`config.mk`:
```
export PLATFORM = sky130hd
export DESIGN_NAME = deadline_timer_queue_core
export DESIGN_NICKNAME = d
export VERILOG_FILES = /design/src/design/dtq_pkg.sv /design/src/design/deadline_timer_queue_core.sv /design/src/design/dtq_ram.sv /design/src/design/dtq_ctrl.sv /design/src/design/dtq_datapath.sv
export SDC_FILE = /design/constraint.sdc
export NUM_CORES = 1
export LEC_CHECK = 0
export BUFFER_PORTS_ARGS = -buffer_cell sky130_fd_sc_hd__buf_2
export CORE_UTILIZATION = 50
export CTS_CLUSTER_SIZE = 20
export DETAILED_ROUTE_END_ITERATION = 8
export GPL_TIMING_DRIVEN = 0
export PLACE_DENSITY = 0.69
export SETUP_SLACK_MARGIN = 0.4
export SYNTH_ARGS = -nofsm -noshare
export SYNTH_HDL_FRONTEND = slang
export SYNTH_SLANG_ARGS = --single-unit
```
`constraint.sdc`:
```
create_clock -name clk -period 4.91 [get_ports clk]
set_clock_uncertainty 0.05 [all_clocks]
set_input_delay 0.982 -clock clk [delete_from_list [all_inputs] [get_ports clk]]
set_output_delay 0.982 -clock clk [all_outputs]
set_load 0.01 [all_outputs]
```
`src/design/dtq_pkg.sv`:
```
`timescale 1ns / 1ps

package dtq_pkg;

  localparam int NUM_JOBS_DEF  = 16;
  localparam int TIME_BITS_DEF = 32;

  typedef enum logic [1:0] {
    OP_ADD    = 2'd0,
    OP_CANCEL = 2'd1,
    OP_TICK   = 2'd2,
    OP_NONE   = 2'd3
  } op_t;

  typedef enum logic [2:0] {
    KIND_ADDED     = 3'd0,
    KIND_BUSY      = 3'd1,
    KIND_CANCELLED = 3'd2,
    KIND_UNKNOWN   = 3'd3,
    KIND_FIRED     = 3'd4
  } kind_t;

  typedef struct packed {
    logic [1:0]  operation;
    logic [3:0]  job_id;
    logic [31:0] deadline;
    logic [31:0] now_time;
  } in_item_t;

  typedef struct packed {
    logic [2:0] event_kind;
    logic [3:0] event_id;
    logic       is_last;
  } out_item_t;

  // controller -> datapath
  typedef struct packed {
    logic accept;
    logic rd_en;
    logic pass_clear;
    logic fire;
  } dtq_cmd_t;

  // datapath -> controller
  typedef struct packed {
    logic found;
    logic last;
  } dtq_status_t;

endpackage

```
`src/design/deadline_timer_queue_core.sv`:
```
`timescale 1ns / 1ps
// Add and cancel: one result the next cycle; start is taken every cycle while busy is low.
// Tick: busy for one scan pass (scan, wait, decide) per fired job (one pass if none due),
//   set by the single read port of the deadline RAM; each fire shows the cycle after its pass.
// Results are one-cycle strobes on out_valid; the receiver cannot stall.
// Synchronous active-low reset empties the job table; the deadline RAM is not cleared.

module deadline_timer_queue_core import dtq_pkg::*; #(
  parameter int NUM_JOBS  = NUM_JOBS_DEF,
  parameter int TIME_BITS = TIME_BITS_DEF
) (
  input  logic      clk,
  input  logic      rst_n,
  input  logic      start,
  output logic      busy,
  input  in_item_t  in_data,
  output logic      out_valid,
  output out_item_t out_data
);

  localparam int IDX_W = $clog2(NUM_JOBS);

  dtq_cmd_t         cmd;
  dtq_status_t      status;
  logic [IDX_W-1:0] rd_idx;

  dtq_ctrl #(
    .NUM_JOBS (NUM_JOBS)
  ) u_ctrl (
    .clk       (clk),
    .rst_n     (rst_n),
    .start     (start),
    .operation (in_data.operation),
    .status    (status),
    .busy      (busy),
    .cmd       (cmd),
    .rd_idx    (rd_idx)
  );

  dtq_datapath #(
    .NUM_JOBS  (NUM_JOBS),
    .TIME_BITS (TIME_BITS)
  ) u_datapath (
    .clk       (clk),
    .rst_n     (rst_n),
    .cmd       (cmd),
    .rd_idx    (rd_idx),
    .in_data   (in_data),
    .status    (status),
    .out_valid (out_valid),
    .out_data  (out_data)
  );

endmodule

```
`src/design/dtq_ram.sv`:
```
`timescale 1ns / 1ps

module dtq_ram #(
  parameter int WIDTH = 32,
  parameter int DEPTH = 16,
  localparam int AW = (DEPTH > 1) ? $clog2(DEPTH) : 1
) (
  input  logic             clk,
  input  logic             we,
  input  logic [AW-1:0]    waddr,
  input  logic [WIDTH-1:0] wdata,
  input  logic             re,
  input  logic [AW-1:0]    raddr,
  output logic [WIDTH-1:0] rdata
);

  logic [WIDTH-1:0] mem_r [DEPTH];
  logic [WIDTH-1:0] rdata_r;

  always_ff @(posedge clk) begin
    if (we) begin
      mem_r[waddr] <= wdata;
    end
    if (re) begin
      rdata_r <= mem_r[raddr];
    end
  end

  assign rdata = rdata_r;

endmodule

```
`src/design/dtq_ctrl.sv`:
```
`timescale 1ns / 1ps

module dtq_ctrl import dtq_pkg::*; #(
  parameter int NUM_JOBS = NUM_JOBS_DEF,
  localparam int IDX_W = $clog2(NUM_JOBS)
) (
  input  logic              clk,
  input  logic              rst_n,
  input  logic              start,
  input  logic [1:0]        operation,
  input  dtq_status_t       status,
  output logic              busy,
  output dtq_cmd_t          cmd,
  output logic [IDX_W-1:0]  rd_idx
);

  typedef enum logic [3:0] {
    S_IDLE   = 4'b0001,
    S_SCAN   = 4'b0010,
    S_WAIT   = 4'b0100,
    S_DECIDE = 4'b1000
  } state_t;

  state_t            state_r, state_nxt;
  logic [IDX_W-1:0]  rd_idx_r, rd_idx_nxt;
  logic              accept;
  logic              tick_accept;

  assign busy        = (state_r != S_IDLE);
  assign accept      = start && !busy;
  assign tick_accept = accept && (operation == OP_TICK);

  always_comb begin
    state_nxt      = state_r;
    rd_idx_nxt     = rd_idx_r;
    cmd.accept     = accept;
    cmd.rd_en      = 1'b0;
    cmd.pass_clear = 1'b0;
    cmd.fire       = 1'b0;
    unique case (state_r)
      S_IDLE: begin
        if (tick_accept) begin
          state_nxt      = S_SCAN;
          rd_idx_nxt     = '0;
          cmd.pass_clear = 1'b1;
        end
      end
      S_SCAN: begin
        cmd.rd_en  = 1'b1;
        rd_idx_nxt = rd_idx_r + 1'b1;
        if (rd_idx_r == IDX_W'(NUM_JOBS - 1)) begin
          state_nxt = S_WAIT;
        end
      end
      S_WAIT: begin
        state_nxt = S_DECIDE;
      end
      S_DECIDE: begin
        if (!status.found) begin
          state_nxt = S_IDLE;
        end else begin
          cmd.fire = 1'b1;
          if (status.last) begin
            state_nxt = S_IDLE;
          end else begin
            state_nxt      = S_SCAN;
            rd_idx_nxt     = '0;
            cmd.pass_clear = 1'b1;
          end
        end
      end
      default: begin
        state_nxt = S_IDLE;
      end
    endcase
  end

  always_ff @(posedge clk) begin
    if (!rst_n) begin
      state_r  <= S_IDLE;
      rd_idx_r <= '0;
    end else begin
      state_r  <= state_nxt;
      rd_idx_r <= rd_idx_nxt;
    end
  end

  assign rd_idx = rd_idx_r;

  a_tick_starts_scan: assert property (@(posedge clk) disable iff (!rst_n)
    tick_accept |=> (state_r == S_SCAN))
    else $error("tick transaction did not start a scan");

  a_decide_exit: assert property (@(posedge clk) disable iff (!rst_n)
    (state_r == S_DECIDE) |=> (state_r == S_IDLE || state_r == S_SCAN))
    else $error("bad exit from decide");

  a_state_onehot: assert property (@(posedge clk) disable iff (!rst_n)
    $onehot(state_r))
    else $error("state not one-hot");

endmodule

```
`src/design/dtq_datapath.sv`:
```
`timescale 1ns / 1ps

module dtq_datapath import dtq_pkg::*; #(
  parameter int NUM_JOBS  = NUM_JOBS_DEF,
  parameter int TIME_BITS = TIME_BITS_DEF,
  localparam int IDX_W = $clog2(NUM_JOBS),
  localparam int CNT_W = $clog2(NUM_JOBS + 1)
) (
  input  logic              clk,
  input  logic              rst_n,
  input  dtq_cmd_t          cmd,
  input  logic [IDX_W-1:0]  rd_idx,
  input  in_item_t          in_data,
  output dtq_status_t       status,
  output logic              out_valid,
  output out_item_t         out_data
);

  logic [NUM_JOBS-1:0]  valid_r, valid_nxt;
  logic [TIME_BITS-1:0] now_r, now_nxt;
  logic                 cmp_en_r;
  logic [IDX_W-1:0]     cmp_idx_r;
  logic                 found_r, found_nxt;
  logic [IDX_W-1:0]     best_r, best_nxt;
  logic [TIME_BITS-1:0] best_dl_r, best_dl_nxt;
  logic [CNT_W-1:0]     due_cnt_r, due_cnt_nxt;
  logic                 out_valid_r, out_valid_nxt;
  out_item_t            out_data_r, out_data_nxt;

  logic                 ram_we;
  logic [TIME_BITS-1:0] ram_rdata;
  logic                 id_in_range;
  logic [IDX_W-1:0]     id_idx;
  logic                 id_pending;
  logic                 due;
  logic                 better;

  assign id_in_range = 32'(in_data.job_id) < 32'(NUM_JOBS);
  assign id_idx      = IDX_W'(in_data.job_id);
  assign id_pending  = id_in_range && valid_r[id_idx];

  assign due    = cmp_en_r && valid_r[cmp_idx_r] && (ram_rdata <= now_r);
  assign better = !found_r || (ram_rdata < best_dl_r);

  dtq_ram #(
    .WIDTH (TIME_BITS),
    .DEPTH (NUM_JOBS)
  ) u_deadline_ram (
    .clk   (clk),
    .we    (ram_we),
    .waddr (id_idx),
    .wdata (TIME_BITS'(in_data.deadline)),
    .re    (cmd.rd_en),
    .raddr (rd_idx),
    .rdata (ram_rdata)
  );

  always_comb begin
    valid_nxt     = valid_r;
    now_nxt       = now_r;
    found_nxt     = found_r;
    best_nxt      = best_r;
    best_dl_nxt   = best_dl_r;
    due_cnt_nxt   = due_cnt_r;
    out_valid_nxt = 1'b0;
    out_data_nxt  = out_data_r;
    ram_we        = 1'b0;

    if (cmd.accept) begin
      unique case (in_data.operation)
        OP_ADD: begin
          out_valid_nxt         = 1'b1;
          out_data_nxt.event_id = in_data.job_id;
          out_data_nxt.is_last  = 1'b1;
          if (!id_in_range || id_pending) begin
            out_data_nxt.event_kind = KIND_BUSY;
          end else begin
            out_data_nxt.event_kind = KIND_ADDED;
            valid_nxt[id_idx]       = 1'b1;
            ram_we                  = 1'b1;
          end
        end
        OP_CANCEL: begin
          out_valid_nxt         = 1'b1;
          out_data_nxt.event_id = in_data.job_id;
          out_data_nxt.is_last  = 1'b1;
          if (id_pending) begin
            out_data_nxt.event_kind = KIND_CANCELLED;
            valid_nxt[id_idx]       = 1'b0;
          end else begin
            out_data_nxt.event_kind = KIND_UNKNOWN;
          end
        end
        OP_TICK: begin
          now_nxt = TIME_BITS'(in_data.now_time);
        end
        default: begin
        end
      endcase
    end

    if (cmd.pass_clear) begin
      found_nxt   = 1'b0;
      due_cnt_nxt = '0;
    end else if (due) begin
      due_cnt_nxt = due_cnt_r + 1'b1;
      if (better) begin
        found_nxt   = 1'b1;
        best_nxt    = cmp_idx_r;
        best_dl_nxt = ram_rdata;
      end
    end

    if (cmd.fire) begin
      valid_nxt[best_r]       = 1'b0;
      out_valid_nxt           = 1'b1;
      out_data_nxt.event_kind = KIND_FIRED;
      out_data_nxt.event_id   = 4'(best_r);
      out_data_nxt.is_last    = (due_cnt_r == CNT_W'(1));
    end
  end

  always_ff @(posedge clk) begin
    if (!rst_n) begin
      valid_r     <= '0;
      cmp_en_r    <= 1'b0;
      found_r     <= 1'b0;
      out_valid_r <= 1'b0;
      due_cnt_r   <= '0;
    end else begin
      valid_r     <= valid_nxt;
      cmp_en_r    <= cmd.rd_en;
      found_r     <= found_nxt;
      out_valid_r <= out_valid_nxt;
      due_cnt_r   <= due_cnt_nxt;
    end
  end

  always_ff @(posedge clk) begin
    now_r      <= now_nxt;
    cmp_idx_r  <= rd_idx;
    best_r     <= best_nxt;
    best_dl_r  <= best_dl_nxt;
    out_data_r <= out_data_nxt;
  end

  assign status.found = found_r;
  assign status.last  = (due_cnt_r == CNT_W'(1));
  assign out_valid    = out_valid_r;
  assign out_data     = out_data_r;

  a_fire_needs_found: assert property (@(posedge clk) disable iff (!rst_n)
    cmd.fire |-> (found_r && valid_r[best_r]))
    else $error("fire without a pending due job");

  a_fire_clears: assert property (@(posedge clk) disable iff (!rst_n)
    cmd.fire |=> !valid_r[$past(best_r)])
    else $error("fired job still pending");

  a_found_counts: assert property (@(posedge clk) disable iff (!rst_n)
    found_r |-> (due_cnt_r != '0))
    else $error("best entry without a due count");

endmodule
```
### After elaboration in Yosys (flattened, before gate mapping)

Memories as Yosys holds them, arrays and structs flattened. A register that Yosys moved wholly into a read port is not among the register bits.
Index checks and enable logic that the tools add are counted.

| word-level totals | value |
|---|---|
| flip-flop bits (word level) | 112 |
| memory bits (writable) | 512 |
| input port bits | 73 |
| output and inout port bits | 10 |
| logic and storage cells | 108 |
| memories kept | 1 |

| cells by class | value |
|---|---|
| add/subtract/negate cells | 2 |
| $lt $le $gt $ge | 7 |
| equal/unequal tests | 13 |
| multiplexer cells | 41 |
| bitwise gates (word level) | 7 |
| reductions and logical operators | 23 |

Memories:

| memory | words | width | rd ports | clocked after Yosys merged registers in | write ports | RTL line | source |
|---|---|---|---|---|---|---|---|
| u_datapath.u_deadline_ram.mem_r | 16 | 32 | 1 | 1 | 1 | dtq_ram.sv:17 | `logic [WIDTH-1:0] mem_r [DEPTH];` |

Operators with widths:

| operator | number |
|---|---|
| 2-to-1 mux 16 bit | 4 |
| bitwise AND 16 bit | 2 |
| <= comparator 32 bit | 1 |
| < comparator 32 bit | 1 |
| NOT 16 bit | 2 |
| one-hot mux 16 bit (2 select lines) | 1 |
| 2-to-1 mux 4 bit | 5 |
| 2-to-1 mux 1 bit | 18 |
| OR 16 bit | 1 |
| one-hot mux 4 bit (4 select lines) | 1 |
| one-hot mux 8 bit (2 select lines) | 1 |
| < comparator 4 x 5 -> 1 bit, second input constant | 3 |
| one-hot mux 4 bit (3 select lines) | 1 |
| 2-to-1 mux 5 bit | 2 |
| AND reduction 2 bit | 5 |
| binary-select mux 1 bit (select 4 bit) | 2 |
| demux 1 bit (select 4 bit) | 2 |
| equality test 4 bit, second input constant | 2 |
| >= comparator 4 x 1 -> 1 bit, second input constant | 2 |
| logical AND 1 bit | 6 |
| 2-to-1 mux 2 bit | 3 |
| inequality test 2 x 1 -> 1 bit, second input constant | 3 |
| nonzero test 3 bit | 2 |
| adder 5 x 1 -> 5 bit, second input constant | 1 |
| other kinds (18) | 22 |

### Longest topological paths before layout

| depth | value |
|---|---|
| depth after elaboration | 11 |
| gate-level depth with buffers | 10 |
| gate-level depth less buffers | 9 |

### By module

From an unflattened synthesis, not the netlist that was laid out.

| second synthesis, totals | value |
|---|---|
| cell total of the unflattened synthesis | 1375 |
| area, all modules | 26185.1 µm² |

By module, submodules not included:

| module | times used | cells an instance | area each (µm²) | sequential area each (µm²) |
|---|---|---|---|---|
| dtq_ram | 1 | 838 | 20155.6 | 16335.7 |
| dtq_datapath | 1 | 485 | 5559.1 | 2812.7 |
| dtq_ctrl | 1 | 52 | 470.5 | 160.2 |

### Least setup slack after synthesis

Ideal clock, no wire load.

| path | value |
|---|---|
| path type | flip-flop to flip-flop |
| from | reg u_datapath.u_deadline_ram.rdata_r[30], in the netlist u_datapath.u_deadline_ram.rdata[30] (read register of u_datapath.u_deadline_ram.mem_r) |
| to | reg u_datapath.best_dl_r[0], enable pin |
| library setup time | 0.474 ns |
| arrival time | 4.680 ns |
| required time | 4.386 ns |
| setup slack | -0.294 ns |
| stages on the path, launching flop included | 9 |
| buffers on the path | 0 |
| clock period less this slack | 5.204 ns |
| path through | edfxtp_1 ha_1 nand4_1 or4_1 nor2b_1 o221ai_1 a211oi_2 nand2_1 nor3_1 |

| on the way | value |
|---|---|
| cells in the longest elaborated chain, start to end | 3 |
| elaborated cells on any way between the ends | 5 |
| those cells by class | order compare (2); reduce/logical (3) |

Ends and longest elaborated chain:

| what | RTL line | source |
|---|---|---|
| from (decl) | dtq_ram.sv:18 | `logic [WIDTH-1:0] rdata_r;` |
| < comparator 32 bit / <= comparator 32 bit (equally long branches) | dtq_datapath.sv:43, dtq_datapath.sv:42 |  |
| logical OR 1 bit / logical AND 1 bit (equally long branches) | dtq_datapath.sv:43, dtq_datapath.sv:42 |  |
| AND reduction 3 bit (no line) (*) | -- |  |
| to (signal assigned) | dtq_datapath.sv:143 | `best_dl_r <= best_dl_nxt;` |
| to (decl) | dtq_datapath.sv:25 | `logic [TIME_BITS-1:0] best_dl_r, best_dl_nxt;` |

Mark *: on every way between the ends. The rest lies on a longest branch, timed or not.
A chain may end at the register's enable or synchronous reset.

### Final worst setup path

| path | value |
|---|---|
| from | in in_data[65] (netlist bit) |
| to | mem u_datapath.u_deadline_ram.mem_r[14][1], enable pin |

| on the way | value |
|---|---|
| cells in the longest elaborated chain, start to end | 7 |

Ends and longest elaborated chain:

| what | RTL line | source |
|---|---|---|
| from (decl) | deadline_timer_queue_core.sv:16 | `input in_item_t in_data,` |
| binary-select mux 1 bit (select 4 bit) | dtq_datapath.sv:40 | `assign id_pending = id_in_range && valid_r[id_idx];` |
| 2-to-1 mux 1 bit (implied by the code) | dtq_datapath.sv:40 |  |
| 2-to-1 mux 1 bit | dtq_datapath.sv:75 | `if (!id_in_range \|\| id_pending) begin` |
| 2-to-1 mux 1 bit | dtq_datapath.sv:70 | `unique case (in_data.operation)` |
| 2-to-1 mux 1 bit | dtq_datapath.sv:69 | `if (cmd.accept) begin` |
| 2-to-1 mux 1 bit | dtq_ram.sv:21 | `if (we) begin` |
| 2-to-1 mux 1 bit (implied by the code) | dtq_ram.sv:22 | `mem_r[waddr] <= wdata;` |
| to (decl) | dtq_ram.sv:17 |  |

Parallel ways exist; a longest one is shown, timed or not. The select of a mux whose other input is x is not followed.

==> metrics.md <==
| Metric | Value |
|---|---|
| Clock sink total | 656 |
| Total congestion overflow | 0 |
| Top-Level Pins | 83 |
| Critical path destination | u_datapath.u_deadline_ram.mem_r[14][1] |
| CP cell instances | buf_2 > buf_1 > mux4_2 > mux4_2 > nor3_4 > nand3_4 > nor2_4 |
| Setup Buffers After CTS | 0 |
| Hpwl dp | 40500 microns |
| CTS tree | built |
| Cell type with the largest total area after synthesis | edfxtp_1 |
| Slowest CP cell | nor2_4 |
| Synth Instances | around 1600 |
| Syn. warnings | 0 |
| Crit share post-route | between 80% and 90% |
| CP max FO | 33 |
| Antenna violations before repair | 3 |
| Max Freq | 0.239 GHz |
| Worst setup startpoint | in_data[65] |
| Global-route usage over all layers | 22.9% |
| Layout Nets | approximately 1900 |
| WP data arrival | 4340 ps |
| Clk root buf | clkbuf_16 |
| Antenna cells | 0 |
| Initial Util | 50.5% |
| Max incr delay on CP | 1020 ps |
| Most frequent CP cell | mux4_2 |
| Clock Tree Buf Depth | 3 |
| Hold_buf cts | 0 |
| Post-Syn Area | 26500 sq um |
| Slew HR | 14.6% |
| Per-cell routed wire length | around 24 microns |
| PwrDens | 376 nW/um^2 |
| Skew-Pair Late Insertion Delay | 610 ps |
| Detail Route Antenna Nets | 0 |
| H-Tree Depth | 3 |
| Resized cells post-CTS | 0 |
| Leakage | 0.0101 uW |
| Reg2Reg Depth | 10 |
| FF-to-FF Start | u_datapath.u_deadline_ram.rdata[15] |
| # DRC | 0 |
| Post-Syn Nets | 1705 |
| Worst-Margin Slew | 1280 ps |
| CP Launch Type | input port |
| Final Instance Area | ~31000 sq um |
| Vias/cell | 5.92 |
| Largest net degree at the start of global routing | 36 |
| Ys async rst share | 0% |
| Unrepaired setup endpoints after global routing | false |
| Final Max Tran Viols | 0 |
| Initial drt markers | 1373 |
| Die Y | 232 microns |
| Vias in the first global route | 14700 |
| Post-synth EDFFs | between 600 and 700 |
| Number of synthesized register bits | 656 |
| Hold Fails Final Rpt | 0 |
| Final Critical Period | 4180 ps |
| Max IR drop VDD | between 0.0002 and 0.00025 V |
| Max Cap Viol | 0 |
| Worst min path class | reg -> reg |
| R2R Setup Slk | 950 ps |
| R2r endpoint | u_datapath.best_dl_r[5] |
| Cell Area, Placed | 28300 sq um |
| Core Rows | 84 |
| CTS clk-pin slew, worst paths | about 60 ps |
| Top post-synthesis cells by area | edfxtp_1, mux4_2, mux2i_1 |
| Total Power | 11500 uW |
| Post-synth top cells | edfxtp_1, mux2i_1, nand2_1 |
| Most frequent cell after synthesis | edfxtp_1 |
| Final setup fails | 0 |
| Total number of vias | 14700 |
| Floorplan core area | 52400 sq um |
| Synth-to-layout area growth | 15.4% |
| Final WL | 60500 microns |
| Die area | 53900 sq um |
| Cts bufs inserted | 68 |
| Die W | 232 microns |
| CP endpoint kind | flip-flop |
| Synth top area share | 69.9% |
| Layout cells sized above 1 | approximately 18% |
| Status | complete, no violations |
| First-pass GRT wire length | 90400 microns |
| Synthesized area per cell | between 15 and 20 sq um |
| Worst Setup Path Type | in -> reg |
| Sequential area share after synthesis | 72.9% |
| CP Data Required Time | 5070 ps |
| Most used DFF post-synth | edfxtp_1 |
| Worst Hold Path Cells | 0 |
| Gp weighted congestion | 0.826 |
| Port bufs | 81 |
| Netlist cell types | 59 |
| Drt pass-1 iters | 5 |
-- power breakdown --
group | switching, uW | leakage (uW) | internal, uW | total (uW)
Combinational | 159 | 0.00314 | 73.0 | 232
Sequential | 10.0 | 0.00586 | 6140 | 6150
Clock | 2090 | 0.00108 | 3020 | 5110
Total | 2260 | 0.0101 | 9230 | 11500
-- area by class of cell --
type	instances	area [sq um]
flip-flops and latches	656	19300
inverters	71	267
fillers	3853	21900
multi-input cells	771	6790
clock inverters	38	384
plain buffers	68	269
well taps	688	861
clock buffers	84	1830
repair buffers	106	873
-- worst max-delay path: cells and delay by family --
| family | cells | cell delay [ps] |
|---|---|---|
| buffers and inverters | 2 | 590 |
| muxes | 2 | 990 |
| and+or+nand+nor | 3 | 1740 |
-- cell usage in the layout, fill, tap and decap left out, types with 11 or more instances in the layout --
cell type    n
edfxtp_1   617
mux2i_1    116
nand2_1    106
buf_2       85
o21ai_0     78
inv_1       71
clkbuf_16   71
mux4_2      70
ha_1        66
a21oi_1     63
clkbuf_1    60
dfxtp_1     39
nor2_1      36
a221oi_1    34
a22oi_1     33
mux2_2      16
nor2_4      16
buf_1       15
nand3_1     14
clkinv_1    14
a21o_1      11
nand4_1     11
clkinv_2    11
-- stage by stage --
step                      worst slack (ps)  cells  TNS, ps  hold WS [ps]  utilization (%)
after floorplan                        374   1566        0           300                -
after global placement               -1980   2335  -746820           318             53.0
after detailed placement              81.3   2354        0           322             54.0
after CTS                              632   2476        0           331             58.2
after global routing                   549   2482        0           342             58.3
final                                  729   2482        0           330             58.3
-- sequential cells by signal (all words and copies together) (netlist names) --
signal	cells
u_datapath.cmp_idx_r	4
u_datapath.best_r	4
u_datapath.valid_r	16
u_ctrl.rd_idx	4
u_datapath.now_r	32
u_ctrl.state_r	4
u_datapath.cmp_en_r	1
u_datapath.best_dl_r	32
u_datapath.found_r	1
u_datapath.out_valid	1
u_datapath.out_data	8
u_datapath.u_deadline_ram.mem_r	512
u_datapath.u_deadline_ram.rdata	32
u_datapath.due_cnt_r	5
-- routing by layer --
| metal | track usage, % | up-vias | part of all wire (%) |
|---|---|---|---|
| met2 | 38.1 | 537 | 49 |
| met5 | 0 | - | 0.021 |
| li1 | - | 6543 | - |
| met3 | 3.73 | 114 | 6.2 |
| met4 | 7.13 | 2 | 2.7 |
| met1 | 30.7 | 7497 | 42 |
-- worst min-delay path by stage --
stage | startpoint | end | slack, ps
detailed placement | u_ctrl.rd_idx[0] | u_datapath.cmp_idx_r[0] | 320
global route | u_ctrl.rd_idx[2] | u_datapath.cmp_idx_r[2] | 340
floorplan | u_ctrl.rd_idx[2] | u_datapath.cmp_idx_r[2] | 300
finish | u_ctrl.rd_idx[0] | u_datapath.cmp_idx_r[0] | 330
CTS | u_ctrl.rd_idx[0] | u_datapath.cmp_idx_r[0] | 330
global placement | u_ctrl.rd_idx[2] | u_datapath.cmp_idx_r[2] | 320
-- cells by family after synthesis --
group / Yosys count / share of synthesized area [%]
flops: 656 / 72.9
compound gates: 255 / 6.24
simple gates: 243 / 4.38
mux: 205 / 11.3
buf+inv: 139 / 2.02
fa+ha+maj: 66 / 3.12
xor+xnor: 2 / 0.0661
(Power assumes the default switching activity.)
